### src/design/mmr_pkg.sv
// Package for the mesh multicast router: sizes, port codes, status codes, config indices, FSM states and structs.
// Has no dependencies; every other design file imports it.
`timescale 1ns / 1ps
package mmr_pkg;
  localparam int unsigned NumPorts = 5;
  localparam int unsigned DefQueueDepth = 4;
  localparam int unsigned DefMaxDests = 8;
  localparam int unsigned DefCoordBits = 4;
  localparam int unsigned DefPayloadBits = 64;

  localparam logic [2:0] PortLocal = 3'd0;
  localparam logic [2:0] PortEast  = 3'd1;
  localparam logic [2:0] PortWest  = 3'd2;
  localparam logic [2:0] PortNorth = 3'd3;
  localparam logic [2:0] PortSouth = 3'd4;

  localparam logic [1:0] StAccept = 2'd0;
  localparam logic [1:0] StReject = 2'd1;
  localparam logic [1:0] StPopped = 2'd2;
  localparam logic [1:0] StEmpty  = 2'd3;

  localparam logic [1:0] CfgNodeX = 2'd0;
  localparam logic [1:0] CfgNodeY = 2'd1;
  localparam logic [1:0] CfgOrder = 2'd2;

  typedef enum logic [2:0] {
    S_IDLE, S_COMMIT, S_COPY, S_POP_RD, S_POP_EMIT, S_SINGLE
  } state_e;

  typedef struct packed {
    logic add;       // store the current destination
    logic commit;    // evaluate and enqueue the pending message
    logic copy;      // move one pending destination into the queue memory
    logic pop_rd;    // read the head slot of the pop port
    logic emit;      // drive a popped destination on the output
    logic single;    // drive a one-word status result
    logic out_taken; // the current output word was taken
  } cmd_t;

  typedef struct packed {
    logic       is_pop;
    logic       is_last;
    logic       pop_ok;
    logic       emit_last;
    logic       commit_ok;
    logic       copy_last;
  } sts_t;
endpackage

### src/design/mesh_multicast_router_unit.sv
// Top level of the mesh multicast router: joins controller and datapath.
// Depends on mmr_pkg, mmr_ctrl and mmr_datapath.
`timescale 1ns / 1ps
// Channel  | Dir | Handshake             | Payload
// s_axis   | in  | tvalid/tready         | tdata (commands and destinations)
// m_axis   | out | tvalid/tready, tlast  | tuser status, tdata popped word
// cfg      | in  | cfg_we_i              | cfg_idx_i, cfg_data_i
// Each destination word is added to the pending message; the last one is followed by a commit and,
// when the message is accepted, a copy of each destination into the queue memory.
// A pop reads each destination word through the registered queue memory, then emits it.
// A commit status follows its commit and, on accept, its copy; an empty pop status comes
// in the cycle after the word is taken. Reset clears all queues.
// Input is not taken while a result is pending on the output.
module mesh_multicast_router_unit #(
  parameter int unsigned QueueDepth  = mmr_pkg::DefQueueDepth,
  parameter int unsigned MaxDests    = mmr_pkg::DefMaxDests,
  parameter int unsigned CoordBits   = mmr_pkg::DefCoordBits,
  parameter int unsigned PayloadBits = mmr_pkg::DefPayloadBits
) (
  input  logic         clk_i,
  input  logic         rst_ni,
  input  logic         cfg_we_i,
  input  logic [1:0]   cfg_idx_i,
  input  logic [3:0]   cfg_data_i,
  input  logic         s_axis_tvalid,
  output logic         s_axis_tready,
  // op, dest_x, dest_y, group_slot, bit_width, output_index, spike_payload, pop_port
  input  logic [111:0] s_axis_tdata,
  input  logic         s_axis_tlast,
  output logic         m_axis_tvalid,
  input  logic         m_axis_tready,
  // out_x, out_y, out_group, out_width, out_index, out_payload
  output logic [103:0] m_axis_tdata,
  // status
  output logic [1:0]   m_axis_tuser,
  output logic         m_axis_tlast
);
  import mmr_pkg::*;

  cmd_t cmd;
  sts_t sts;

  mmr_ctrl u_ctrl (
    .clk_i, .rst_ni,
    .in_valid_i(s_axis_tvalid), .in_ready_o(s_axis_tready),
    .out_valid_o(m_axis_tvalid), .out_ready_i(m_axis_tready),
    .sts_i(sts), .cmd_o(cmd)
  );

  mmr_datapath #(
    .QueueDepth(QueueDepth), .MaxDests(MaxDests),
    .CoordBits(CoordBits), .PayloadBits(PayloadBits)
  ) u_dp (
    .clk_i, .rst_ni, .cfg_we_i, .cfg_idx_i, .cfg_data_i,
    .in_op_i(s_axis_tdata[0]), .in_x_i(s_axis_tdata[4:1]), .in_y_i(s_axis_tdata[8:5]),
    .in_group_i(s_axis_tdata[16:9]), .in_last_i(s_axis_tlast),
    .in_width_i(s_axis_tdata[23:17]), .in_index_i(s_axis_tdata[39:24]),
    .in_payload_i(s_axis_tdata[103:40]), .in_pop_port_i(s_axis_tdata[106:104]),
    .cmd_i(cmd), .sts_o(sts),
    .out_status_o(m_axis_tuser), .out_x_o(m_axis_tdata[3:0]), .out_y_o(m_axis_tdata[7:4]),
    .out_group_o(m_axis_tdata[15:8]), .out_width_o(m_axis_tdata[22:16]),
    .out_index_o(m_axis_tdata[38:23]), .out_payload_o(m_axis_tdata[102:39]),
    .out_last_o(m_axis_tlast)
  );
  assign m_axis_tdata[103] = 1'b0;
endmodule

### src/design/mmr_ctrl.sv
// Controller state machine of the mesh multicast router.
// Depends on mmr_pkg for the state type and command/status structs.
`timescale 1ns / 1ps
module mmr_ctrl (
  input  logic           clk_i,
  input  logic           rst_ni,
  input  logic           in_valid_i,
  output logic           in_ready_o,
  output logic           out_valid_o,
  input  logic           out_ready_i,
  input  mmr_pkg::sts_t  sts_i,
  output mmr_pkg::cmd_t  cmd_o
);
  import mmr_pkg::*;

  state_e state_q, state_d;

  always_ff @(posedge clk_i or negedge rst_ni) begin
    if (!rst_ni) begin
      state_q <= S_IDLE;
    end else begin
      state_q <= state_d;
    end
  end

  always_comb begin
    state_d = state_q;
    cmd_o = '0;
    in_ready_o = 1'b0;
    out_valid_o = 1'b0;
    case (state_q)
      S_IDLE: begin
        in_ready_o = 1'b1;
        if (in_valid_i) begin
          if (sts_i.is_pop) begin
            cmd_o.pop_rd = 1'b1;
            state_d = sts_i.pop_ok ? S_POP_RD : S_SINGLE;
          end else begin
            cmd_o.add = 1'b1;
            if (sts_i.is_last) state_d = S_COMMIT;
          end
        end
      end
      S_COMMIT: begin
        cmd_o.commit = 1'b1;
        state_d = sts_i.commit_ok ? S_COPY : S_SINGLE;
      end
      S_COPY: begin
        cmd_o.copy = 1'b1;
        if (sts_i.copy_last) state_d = S_SINGLE;
      end
      S_POP_RD: begin
        state_d = S_POP_EMIT;
      end
      S_POP_EMIT: begin
        out_valid_o = 1'b1;
        cmd_o.emit = 1'b1;
        if (out_ready_i) begin
          cmd_o.out_taken = 1'b1;
          state_d = sts_i.emit_last ? S_IDLE : S_POP_RD;
        end
      end
      S_SINGLE: begin
        out_valid_o = 1'b1;
        cmd_o.single = 1'b1;
        if (out_ready_i) begin
          cmd_o.out_taken = 1'b1;
          state_d = S_IDLE;
        end
      end
      default: state_d = S_IDLE;
    endcase
  end

  a_no_both: assert property (@(posedge clk_i) disable iff (!rst_ni)
    !(in_ready_o && out_valid_o)) else $error("input and output active together");
  a_commit_then_out: assert property (@(posedge clk_i) disable iff (!rst_ni)
    (cmd_o.commit && !sts_i.commit_ok) |=> out_valid_o)
    else $error("commit not followed by result");
  a_copy_then_out: assert property (@(posedge clk_i) disable iff (!rst_ni)
    (cmd_o.copy && sts_i.copy_last) |=> out_valid_o)
    else $error("copy not followed by result");
  a_rd_then_emit: assert property (@(posedge clk_i) disable iff (!rst_ni)
    (state_q == S_POP_RD) |=> out_valid_o) else $error("read not followed by emit");
endmodule

### src/design/mmr_datapath.sv
// Datapath of the mesh multicast router: steering, pending message, port queues.
// Depends on mmr_pkg for codes and command/status structs.
`timescale 1ns / 1ps
module mmr_datapath #(
  parameter int unsigned QueueDepth  = mmr_pkg::DefQueueDepth,
  parameter int unsigned MaxDests    = mmr_pkg::DefMaxDests,
  parameter int unsigned CoordBits   = mmr_pkg::DefCoordBits,
  parameter int unsigned PayloadBits = mmr_pkg::DefPayloadBits
) (
  input  logic          clk_i,
  input  logic          rst_ni,
  input  logic          cfg_we_i,
  input  logic [1:0]    cfg_idx_i,
  input  logic [3:0]    cfg_data_i,
  input  logic          in_op_i,
  input  logic [3:0]    in_x_i,
  input  logic [3:0]    in_y_i,
  input  logic [7:0]    in_group_i,
  input  logic          in_last_i,
  input  logic [6:0]    in_width_i,
  input  logic [15:0]   in_index_i,
  input  logic [63:0]   in_payload_i,
  input  logic [2:0]    in_pop_port_i,
  input  mmr_pkg::cmd_t cmd_i,
  output mmr_pkg::sts_t sts_o,
  output logic [1:0]    out_status_o,
  output logic [3:0]    out_x_o,
  output logic [3:0]    out_y_o,
  output logic [7:0]    out_group_o,
  output logic [6:0]    out_width_o,
  output logic [15:0]   out_index_o,
  output logic [63:0]   out_payload_o,
  output logic          out_last_o
);
  import mmr_pkg::*;

  localparam int unsigned QW = (QueueDepth > 1) ? $clog2(QueueDepth) : 1;
  localparam int unsigned FW = $clog2(QueueDepth + 1);
  localparam int unsigned DW = (MaxDests > 1) ? $clog2(MaxDests) : 1;
  localparam int unsigned CW = $clog2(MaxDests + 1);
  localparam int unsigned MemDepth = NumPorts * QueueDepth;
  localparam int unsigned MW = $clog2(MemDepth);
  localparam int unsigned DestBits = 2 * CoordBits + 8;

  logic [CoordBits-1:0] node_x_q, node_y_q;
  logic                 order_q;

  always_ff @(posedge clk_i or negedge rst_ni) begin
    if (!rst_ni) begin
      node_x_q <= '0;
      node_y_q <= '0;
      order_q  <= 1'b0;
    end else if (cfg_we_i) begin
      case (cfg_idx_i)
        CfgNodeX: node_x_q <= cfg_data_i[CoordBits-1:0];
        CfgNodeY: node_y_q <= cfg_data_i[CoordBits-1:0];
        CfgOrder: order_q  <= cfg_data_i[0];
        default: ;
      endcase
    end
  end

  logic [CoordBits-1:0] cx, cy;
  logic [2:0] port;
  assign cx = in_x_i[CoordBits-1:0];
  assign cy = in_y_i[CoordBits-1:0];

  always_comb begin
    logic [2:0] xd, yd;
    xd = (cx > node_x_q) ? PortEast : PortWest;
    yd = (cy > node_y_q) ? PortSouth : PortNorth;
    if (cx == node_x_q && cy == node_y_q) port = PortLocal;
    else if (!order_q) port = (cx != node_x_q) ? xd : yd;
    else port = (cy != node_y_q) ? yd : xd;
  end

  // Pending message state; destinations are kept in arrival order with their port.
  logic [CW-1:0] pcnt_q [NumPorts];
  logic [CW-1:0] ptot_q;
  logic          povf_q;
  logic [DestBits+2:0] plist_q [MaxDests];
  logic [6:0]  cw_q;
  logic [15:0] ci_q;
  logic [PayloadBits-1:0] cp_q;

  // Copy of an accepted message into the queue memory, one destination a cycle.
  logic [CW-1:0] ctot_q, cpos_q;
  logic [CW-1:0] wcnt_q [NumPorts];
  logic [MW-1:0] slot_q [NumPorts];
  logic [2:0]    cport;
  logic [DestBits-1:0] cdest;
  assign {cport, cdest} = plist_q[cpos_q[DW-1:0]];

  // Port queues: per-port control in flops, message data in memories.
  logic [FW-1:0] fill_q [NumPorts];
  logic [QW-1:0] head_q [NumPorts];
  logic [CW+7+16-1:0] hdr_mem [MemDepth];
  logic [PayloadBits-1:0] pay_mem [MemDepth];
  logic [DestBits-1:0] dst_mem [MemDepth][MaxDests];

  logic ok;
  always_comb begin
    ok = !povf_q && (ptot_q != '0);
    if (cw_q != '0 && ({25'd0, cw_q} > 32'(PayloadBits) || cw_q[2:0] != 3'd0)) ok = 1'b0;
    for (int p = 0; p < NumPorts; p++) begin
      if (pcnt_q[p] != '0 && fill_q[p] >= FW'(QueueDepth)) ok = 1'b0;
    end
  end

  function automatic logic [QW-1:0] wrap_add(logic [QW-1:0] h, logic [FW-1:0] f);
    logic [QW+FW:0] s;
    s = (QW+FW+1)'(h) + (QW+FW+1)'(f);
    if (s >= (QW+FW+1)'(QueueDepth)) s = s - (QW+FW+1)'(QueueDepth);
    return s[QW-1:0];
  endfunction

  function automatic logic [MW-1:0] maddr(int p, logic [QW-1:0] s);
    return MW'(p * QueueDepth) + MW'(s);
  endfunction

  // Pop path registers.
  logic [2:0]    pp_q;
  logic [MW-1:0] raddr_q;
  logic [DW-1:0] ri_q;
  logic [CW-1:0] rn_q;
  logic [CW+7+16-1:0] rhdr_q;
  logic [PayloadBits-1:0] rpay_q;
  logic [DestBits-1:0] rdst_q;
  logic [1:0] sst_q;

  logic pop_ok;
  assign pop_ok = (in_pop_port_i < 3'(NumPorts)) && (fill_q[in_pop_port_i] != '0);

  always_ff @(posedge clk_i or negedge rst_ni) begin
    if (!rst_ni) begin
      ptot_q <= '0;
      povf_q <= 1'b0;
      ri_q   <= '0;
      for (int p = 0; p < NumPorts; p++) begin
        pcnt_q[p] <= '0;
        fill_q[p] <= '0;
        head_q[p] <= '0;
      end
    end else begin
      if (cmd_i.add) begin
        if (ptot_q >= CW'(MaxDests)) povf_q <= 1'b1;
        else begin
          pcnt_q[port] <= pcnt_q[port] + 1'b1;
          ptot_q <= ptot_q + 1'b1;
        end
      end
      if (cmd_i.commit) begin
        for (int p = 0; p < NumPorts; p++) begin
          if (ok && pcnt_q[p] != '0) fill_q[p] <= fill_q[p] + 1'b1;
          pcnt_q[p] <= '0;
        end
        ptot_q <= '0;
        povf_q <= 1'b0;
      end
      if (cmd_i.pop_rd && pop_ok) ri_q <= '0;
      if (cmd_i.emit && cmd_i.out_taken) begin
        ri_q <= ri_q + 1'b1;
        if (sts_o.emit_last) begin
          fill_q[pp_q] <= fill_q[pp_q] - 1'b1;
          head_q[pp_q] <= (head_q[pp_q] == QW'(QueueDepth - 1)) ? '0 : head_q[pp_q] + 1'b1;
        end
      end
    end
  end

  always_ff @(posedge clk_i) begin
    if (cmd_i.add) begin
      if (ptot_q < CW'(MaxDests)) plist_q[ptot_q[DW-1:0]] <= {port, cx, cy, in_group_i};
      cw_q <= in_width_i;
      ci_q <= in_index_i;
      cp_q <= in_payload_i[PayloadBits-1:0];
    end
    if (cmd_i.pop_rd) begin
      pp_q <= in_pop_port_i;
      if (pop_ok) raddr_q <= maddr(int'(in_pop_port_i), head_q[in_pop_port_i]);
      sst_q <= StEmpty;
    end
    if (cmd_i.commit) begin
      sst_q  <= ok ? StAccept : StReject;
      ctot_q <= ptot_q;
      cpos_q <= '0;
      for (int p = 0; p < NumPorts; p++) begin
        wcnt_q[p] <= '0;
        slot_q[p] <= maddr(p, wrap_add(head_q[p], fill_q[p]));
      end
    end
    if (cmd_i.copy) begin
      wcnt_q[cport] <= wcnt_q[cport] + 1'b1;
      cpos_q <= cpos_q + 1'b1;
    end
  end

  // Memory writes: header and payload on commit, destinations during the copy.
  always_ff @(posedge clk_i) begin
    if (cmd_i.commit && ok) begin
      for (int p = 0; p < NumPorts; p++) begin
        if (pcnt_q[p] != '0) begin
          hdr_mem[maddr(p, wrap_add(head_q[p], fill_q[p]))] <= {ci_q, cw_q, pcnt_q[p]};
          pay_mem[maddr(p, wrap_add(head_q[p], fill_q[p]))] <= cp_q;
        end
      end
    end
    if (cmd_i.copy) dst_mem[slot_q[cport]][wcnt_q[cport][DW-1:0]] <= cdest;
  end

  // Registered memory reads.
  always_ff @(posedge clk_i) begin
    rhdr_q <= hdr_mem[raddr_q];
    rpay_q <= pay_mem[raddr_q];
    rdst_q <= dst_mem[raddr_q][ri_q];
  end

  always_comb begin
    rn_q = rhdr_q[CW-1:0];
    if (rn_q > CW'(MaxDests)) rn_q = CW'(MaxDests);
  end

  assign sts_o.is_pop    = in_op_i;
  assign sts_o.is_last   = in_last_i;
  assign sts_o.pop_ok    = pop_ok;
  assign sts_o.emit_last = (CW'(ri_q) + 1'b1 >= rn_q);
  assign sts_o.commit_ok = ok;
  assign sts_o.copy_last = (cpos_q + 1'b1 == ctot_q);

  always_comb begin
    out_status_o  = sst_q;
    out_x_o       = '0;
    out_y_o       = '0;
    out_group_o   = '0;
    out_width_o   = '0;
    out_index_o   = '0;
    out_payload_o = '0;
    out_last_o    = 1'b1;
    if (cmd_i.emit) begin
      out_status_o  = StPopped;
      out_x_o       = 4'(rdst_q[DestBits-1 -: CoordBits]);
      out_y_o       = 4'(rdst_q[8 +: CoordBits]);
      out_group_o   = rdst_q[7:0];
      out_width_o   = rhdr_q[CW +: 7];
      out_index_o   = rhdr_q[CW+7 +: 16];
      out_payload_o = 64'(rpay_q);
      out_last_o    = sts_o.emit_last;
    end
  end

  a_fill_bound: assert property (@(posedge clk_i) disable iff (!rst_ni)
    fill_q[0] <= FW'(QueueDepth)) else $error("queue overfilled");
  a_tot_bound: assert property (@(posedge clk_i) disable iff (!rst_ni)
    ptot_q <= CW'(MaxDests)) else $error("pending count too large");
  a_commit_clear: assert property (@(posedge clk_i) disable iff (!rst_ni)
    cmd_i.commit |=> (ptot_q == '0 && !povf_q)) else $error("pending not cleared");
endmodule
### config.mk
export PLATFORM = sky130hd
export DESIGN_NAME = mesh_multicast_router_unit
export DESIGN_NICKNAME = d
export VERILOG_FILES = /design/src/design/mmr_pkg.sv /design/src/design/mesh_multicast_router_unit.sv /design/src/design/mmr_ctrl.sv /design/src/design/mmr_datapath.sv
export SDC_FILE = /design/constraint.sdc
export NUM_CORES = 2
export LEC_CHECK = 0
export BUFFER_PORTS_ARGS = -buffer_cell sky130_fd_sc_hd__buf_2
export CAP_MARGIN = 20
export CORE_ASPECT_RATIO = 0.6
export CORE_UTILIZATION = 67
export DETAILED_ROUTE_END_ITERATION = 10
export GPL_TIMING_DRIVEN = 0
export PLACE_DENSITY = 0.81
export SLEW_MARGIN = 20
export SYNTH_ARGS = -nofsm -noshare
export SYNTH_HDL_FRONTEND = slang
export SYNTH_MEMORY_MAX_BITS = 65536
export SYNTH_SLANG_ARGS = --single-unit
### constraint.sdc
create_clock -name clk_i -period 32.6 [get_ports clk_i]
set_input_delay 4.89 -clock clk_i [delete_from_list [all_inputs] [get_ports clk_i]]
set_output_delay 4.89 -clock clk_i [all_outputs]
set_load 0.03 [all_outputs]
After elaboration in Yosys (flattened, before gate mapping)
Memory sizes are Yosys's and may differ from the RTL's. A register that Yosys moved wholly into a read port is not among the register bits.
Index checks and enable logic that the tools add are counted.
{ "word_totals": {"mem_bits_rw": 4577, "out_inout_bits": 109, "in_bits": 124, "word_cells": 313, "regBits": 186, "n_memories": 6, "latchBits": 0, "mem_bits_ro": 0} }
{ "op_classes": {"n_eq_ne": 19, "n_addsub": 32, "magnitude_cmp": 26, "n_mul": 0, "reduce_logical": 48, "n_bitwise": 5, "n_div": 0, "n_shift": 0, "n_mux": 146} }
{ "memory_table": {"columns": ["memory", "depth", "width", "read_ports", "rd_ports_with_merged_regs", "write_ports", "line_no", "rtl"], "rows": [
  ["u_dp.dst_mem", 20, 128, 1, 1, 1, "mmr_datapath.sv:99", "logic [DestBits-1:0] dst_mem [MemDepth][MaxDests];"],
  ["u_dp.pay_mem", 20, 64, 1, 1, 5, "mmr_datapath.sv:98", "logic [PayloadBits-1:0] pay_mem [MemDepth];"],
  ["u_dp.hdr_mem", 20, 27, 1, 1, 5, "mmr_datapath.sv:97", "logic [CW+7+16-1:0] hdr_mem [MemDepth];"],
  ["u_dp.plist_q", 8, 19, 1, 1, 1, "mmr_datapath.sv:81", "logic [DestBits+2:0] plist_q [MaxDests];"],
  ["u_dp.slot_q", 5, 5, 1, 0, 5, "mmr_datapath.sv:89", "logic [MW-1:0] slot_q [NumPorts];"],
  ["u_dp.wcnt_q", 5, 4, 1, 0, 5, "mmr_datapath.sv:88", "logic [CW-1:0] wcnt_q [NumPorts];"]
]} }
{ "ops": {"columns": ["operator", "count"], "rows": [
  ["two-way mux 128 bit", 1],
  ["two-way mux 3 bit", 27],
  ["two-way mux 16 bit", 4],
  ["two-way mux 64 bit", 1],
  ["two-way mux 2 bit", 31],
  ["two-way mux 20 bit", 3],
  ["binary-select mux 16 bit (select 3 bit)", 1],
  ["demux 16 bit (select 3 bit)", 1],
  ["two-way mux 4 bit", 12],
  ["two-way mux 1 bit", 47],
  ["two-way mux 15 bit", 3],
  [">= comparator 4 bit (second input constant)", 6],
  ["nonzero test 4 bit", 6],
  ["adder 2 x 3 -> 4 bit", 5],
  ["adder 4 x 2 -> 5 bit (first input constant)", 4],
  ["bitwise mux 20 bit", 1],
  [">= comparator 4 x 3 -> 1 bit (second input constant)", 5],
  ["logical AND 1 bit", 20],
  ["inverter 3 -> 4 bit", 5],
  ["adder 3 x 1 -> 3 bit (second input constant)", 6],
  ["binary-select mux 3 bit (select 3 bit)", 2],
  ["one-hot mux 3 bit (6 select lines)", 1],
  ["adder 4 x 1 -> 4 bit (second input constant)", 4],
  ["bitwise mux 15 bit", 1],
  ["45 further kinds", 79]
]} }

Logic depth before layout (Yosys ltp)
{ "logic_depth": {"depth_word": 15, "ltp_mapped": 12, "ltp_nobuf": 12} }

Hierarchy
From an unflattened synthesis, not the netlist that was laid out.
{ "unflattened": {"cells_unflattened": 7694, "hier_area_um2": 184395.6} }
{ "modules_own_cells": {"columns": ["module", "seq_area_each_um2", "instances", "area_each_um2", "cells_per_inst"], "rows": [
  ["mmr_datapath", 144118.2, 1, 184059.0, 7650],
  ["mmr_ctrl", 75.1, 1, 325.3, 42],
  ["mesh_multicast_router_unit", 0.0, 1, 11.3, 2]
]} }

Worst setup path after synthesis
No wires, ideal clock.
{ "synth_timing": {"path_type": "reg-to-reg", "startpoint": "register u_dp.cw_q[1]", "endpoint": "memory u_dp.hdr_mem[12][0] (netlist name), enable pin", "stages_incl_launch_ff": 8, "synth_period_minus_slack_ns": 11.484, "n_path_buf": 1, "t_required_ns": 31.836, "path_slack_ns": 21.116, "setup_time_ns": 0.764, "arrival_ns": 10.720, "path_cell_list": "edfxtp_1 -> or4_1 -> a221o_1 -> a2111oi_2 -> and2_0 -> buf_2 -> inv_2 -> nor4_1"} }
{ "synth_lines": {"columns": ["item", "line_no", "rtl"], "rows": [
  ["start: declaration", "mmr_datapath.sv:82", "logic [6:0] cw_q;"],
  ["start signal: assignment", "mmr_datapath.sv:174", "cw_q <= in_width_i;"],
  ["end: declaration", "mmr_datapath.sv:97", null]
]} }

Worst setup path after layout
{ "layout_timing": {"startpoint": "register u_dp.ri_q[2]", "endpoint": "output m_axis_tlast"} }
{ "layout_between": {"elab_chain_len": 3} }
{ "layout_rtl": {"columns": ["item", "line_no", "rtl"], "rows": [
  ["start: declaration", "mmr_datapath.sv:124", "logic [DW-1:0] ri_q;"],
  ["start signal: assignment", "mmr_datapath.sv:162", "ri_q <= ri_q + 1'b1;"],
  ["adder 3 x 1 -> 4 bit", "mmr_datapath.sv:226", "assign sts_o.emit_last = (CW'(ri_q) + 1'b1 >= rn_q);"],
  [">= comparator 4 bit", "mmr_datapath.sv:226", null],
  ["two-way mux 1 bit", "mmr_datapath.sv:239", "if (cmd_i.emit) begin"],
  ["end: declaration", "mesh_multicast_router_unit.sv:36", "output logic m_axis_tlast"]
]} }
Every way passes these cells.

==> impl_metrics.json <==
{
  "max-vdd-ir-drop_v": 0.000154,
  "cts_max_path_buffers": 4,
  "num_rows": 149,
  "pre_cts_worst_setup_slack_ns": 23.74,
  "cp-end-kind": "output port",
  "leakage_nw": 68.1,
  "fill_cells": 13400,
  "slew_viol_final": 12,
  "power_mw": 16.3,
  "synth_edf_count": 4671,
  "remaining_drc_errors": 0,
  "wirelength_mm": 650,
  "power_per_cell_area_mw_per_mm2": 77.1,
  "failed_checks": "capacitance limit, slew limit",
  "via_count": 105000,
  "net_count_of_the_finished_layout": 9203,
  "drive_above_1_share": 0.345,
  "core_area_mm2": 0.275,
  "postRouteAntennaNets": 0,
  "utilization": 0.772,
  "globalRouteOverflowTotal": 0,
  "power.switching_fraction": 0.311,
  "worst_skew_pair.late_latency_ns": 1.00,
  "die-height_um": 409,
  "cts.htree.levels": 5,
  "synth_async_sr_flop_share": 0.0134,
  "worst-endpoint-arrival_ns": 5.29,
  "post_cts.repair.setup_buffers": 0,
  "post_synthesis_cell_type_count": 84,
  "clock_skew_ns": 0.0741,
  "firstDrtPassIters": 10,
  "synth_seq_area_share": 0.779,
  "number_of_global_route_vias_before_repair": 98800,
  "cts.sink_count": 4851,
  "clock_power_share": 0.309,
  "max_cap_viol_count": 1,
  "final_min_period_over_clock_period": 0.312,
  "outcome": "complete, but fails checks",
  "required_ns": 27.71,
  "sequentialPowerShare": 0.481,
  "totalNegativeSetupSlack_ns": 0,
  "grt_antenna_before_repair": 86,
  "grt.total_usage": 0.469,
  "synth.avg_cell_area_um2": 23.2,
  "start_util": 0.674,
  "floorplan.die_area_mm2": 0.278,
  "ys_ff_latch": 4851,
  "tritoncts.num_buffers": 410,
  "routed_wire_length_per_instance_um": 49.4,
  "yosysWarnings": 0,
  "place.gp.congestion": 1.12,
  "start_kind": "register",
  "syn_nets": 8115,
  "power.net_switching_mw": 5.08,
  "drt_iter0_markers": 23500,
  "yosys-top-cells-area": "sky130_fd_sc_hd__edfxtp_1 76%, sky130_fd_sc_hd__mux4_2 16%, sky130_fd_sc_hd__dfxtp_1 1.2%, sky130_fd_sc_hd__dfrtp_1 0.88%, sky130_fd_sc_hd__mux2_2 0.85%",
  "grt_max_degree": 121,
  "post-dp-hpwl_mm": 418,
  "final_period_minus_worst_setup_slack_ns": 10.18,
  "cts_hold_buf": 0,
  "internal_power_mw": 11.3,
  "cts_root_buf": "sky130_fd_sc_hd__clkbuf_16",
  "die_width_um": 680,
  "clk_pin_slew_worst_paths_ns": 0.07,
  "quantity_of_gates_resized_following_cts": 0,
  "finalWorstSetupSlack_ns": 22.42,
  "ys_flop_type": "sky130_fd_sc_hd__edfxtp_1",
  "io_pins": 233,
  "critical_path_peak_fanout": 10,
  "via_density_per_instance": 7.99,
  "min-delay-path-class": "register to register",
  "critPathKind": "register to output port",
  "power_share_of_the_combinational_group": 0.210,
  "synth_top_area_cell": "sky130_fd_sc_hd__edfxtp_1",
  "clock_tree_from_tritoncts": "built",
  "grt_pass1_wl_mm": 854,
  "hold_viol": 0,
  "finalSetupViolations": 0,
  "layout-area-overhead-vs-synth_pct": 14.6,
  "rsz0062_at_grt": "false",
  "io_buffers": 226,
  "synth.top_cell.area_share": 0.758,
  "timing.fmax_mhz": 98.2,
  "timing.max_slew.rel_slack": -0.0810,
  "postSynthCellCount": 7961,
  "post_synth_instance_area_mm2": 0.185,
  "worstMarginPinSlew_ns": 1.58
}
-- cell usage after synthesis (all sizes together) (13+ instances only) --
| library cell | count |
|---|---|
| o221ai | 13 |
| mux2 | 143 |
| and3 | 22 |
| nor2b | 15 |
| mux4 | 1315 |
| o22ai | 20 |
| nand2b | 14 |
| a21oi | 50 |
| nand2 | 140 |
| a22oi | 20 |
| nor2 | 201 |
| a211oi | 29 |
| buf | 209 |
| inv | 36 |
| ha | 30 |
| nand3 | 61 |
| dfxtp | 115 |
| xnor2 | 17 |
| edfxtp | 4671 |
| dfrtp | 65 |
| clkbuf | 213 |
| and2 | 124 |
| or3 | 21 |
| nor3 | 50 |
| o21ai | 56 |
| nor4 | 27 |
| mux2i | 139 |
| a31oi | 13 |
-- cells in the final DEF (no fill, tap or decap), types with 118 or more instances in the layout --
| cell type | instances |
|---|---|
| sky130_fd_sc_hd__nor2_4 | 118 |
| sky130_fd_sc_hd__edfxtp_1 | 4671 |
| sky130_fd_sc_hd__buf_4 | 190 |
| sky130_fd_sc_hd__mux4_2 | 1315 |
| sky130_fd_sc_hd__clkbuf_1 | 206 |
| sky130_fd_sc_hd__mux2i_1 | 134 |
| sky130_fd_sc_hd__clkbuf_16 | 417 |
| sky130_fd_sc_hd__buf_2 | 427 |
| sky130_fd_sc_hd__and2_1 | 121 |
| sky130_fd_sc_hd__nand2_1 | 140 |
| sky130_fd_sc_hd__mux2_2 | 124 |
-- critical path, stage by stage (launching register included) --
cell and delay [ns]:
sky130_fd_sc_hd__dfrtp_1 0.42, sky130_fd_sc_hd__clkbuf_1 0.65, sky130_fd_sc_hd__clkbuf_1 0.85, sky130_fd_sc_hd__clkbuf_2 0.79
sky130_fd_sc_hd__xor2_1 0.27, sky130_fd_sc_hd__ha_1 0.28, sky130_fd_sc_hd__a21o_1 0.16, sky130_fd_sc_hd__a21oi_1 0.19
sky130_fd_sc_hd__and2_1 0.23, sky130_fd_sc_hd__inv_1 0.22, sky130_fd_sc_hd__buf_2 0.25
-- flip-flops by register name, summed over array words and instances, names as in the netlist, 15 cells and up, named ones only --
| signal | count |
|---|---|
| u_dp.dst_mem | 2560 |
| u_dp.rhdr_q | 27 |
| u_dp.ci_q | 16 |
| u_dp.cp_q | 64 |
| u_dp.pay_mem | 1280 |
| u_dp.plist_q | 152 |
| u_dp.rpay_q | 64 |
| u_dp.hdr_mem | 540 |
| u_dp.wcnt_q | 24 |
| u_dp.rdst_q | 16 |
| u_dp.pcnt_q | 20 |
| u_dp.fill_q | 15 |
-- cell families (layout without fill, tap and decap cells) --
group | count (synthesis) | count (layout) | share of synthesized area
flops | 4851 | 4851 | 0.779
xor+xnor | 26 | 26 | 0.00123
other cells | 1 | 84 | 0.0000203
fa+ha+maj | 30 | 30 | 0.00203
buf+inv | 460 | 1880 | 0.0105
simple gates | 714 | 714 | 0.0197
mux | 1597 | 1597 | 0.176
compound gates | 282 | 282 | 0.0107
-- power by group through the flow --
stage,registers [mW],logic (mW),clock network [mW]
2_1_floorplan,7.96,1.45,0
4_1_cts,7.84,3.17,5.00
3_3_place_gp,8.07,2.67,0
6_report,7.86,3.43,5.05
5_1_grt,7.85,3.34,5.21
3_5_place_dp,7.97,3.13,0
-- layout make-up --
class                      count  area (um2)  area share
inverter                      38         143    0.000673
multi-input combinational   2650       40400       0.191
antenna                       83         208    0.000980
clock buffer                 523       11000      0.0519
clock inverter               221        2260      0.0107
sequential                  4851      144000       0.680
buffer                       422        2020     0.00953
tap                         3699        4630      0.0218
timing repair buffer         676        7090      0.0334
-- per-stage QoR --
step / hold slack [ns] / cell area (um2) / std cells
2_1_floorplan: 0.423 / 185000 / 7961
3_5_place_dp: 0.433 / 198000 / 12300
5_1_grt: 0.469 / 212000 / 13100
3_3_place_gp: 0.432 / 191000 / 11900
6_report: 0.471 / 212000 / 13200
4_1_cts: 0.468 / 212000 / 13100
-- routing by layer --
| layer | track usage | vias up | routed length (um) |
|---|---|---|---|
| met5 | 0.0864 | - | 4080 |
| met4 | 0.209 | 82 | 36400 |
| met3 | 0.286 | 2220 | 134000 |
| met2 | 0.614 | 12800 | 265000 |
| li1 | - | 36100 | - |
| met1 | 0.623 | 54000 | 210000 |
-- worst paths after layout --
| kind | from | end | slack (ns) | depth (start not counted) |
|---|---|---|---|---|
| min in group asynchronous | rst_ni | u_dp.node_y_q[2]$_DFFE_PN0P_ | 3.76 | 1 |
| hold reg to reg | u_dp.ptot_q[2]$_DFFE_PN0P_ | u_dp.ctot_q[2]$_DFFE_PP_ | 0.47 | 0 |
| max in group asynchronous | rst_ni | u_dp.head_q[7]$_DFFE_PN0P_ | 28.22 | 2 |
| hold / removal | u_dp.ptot_q[2]$_DFFE_PN0P_ | u_dp.ctot_q[2]$_DFFE_PP_ | 0.47 | 0 |
| setup reg to reg | register | u_dp.rdst_q[4]$_DFF_P_ | 25.92 | 12 |
| setup / recovery | u_dp.ri_q[2]$_DFFE_PN0P_ | m_axis_tlast | 22.42 | 10 |
No activity file was read; power rests on OpenSTA's default activity.
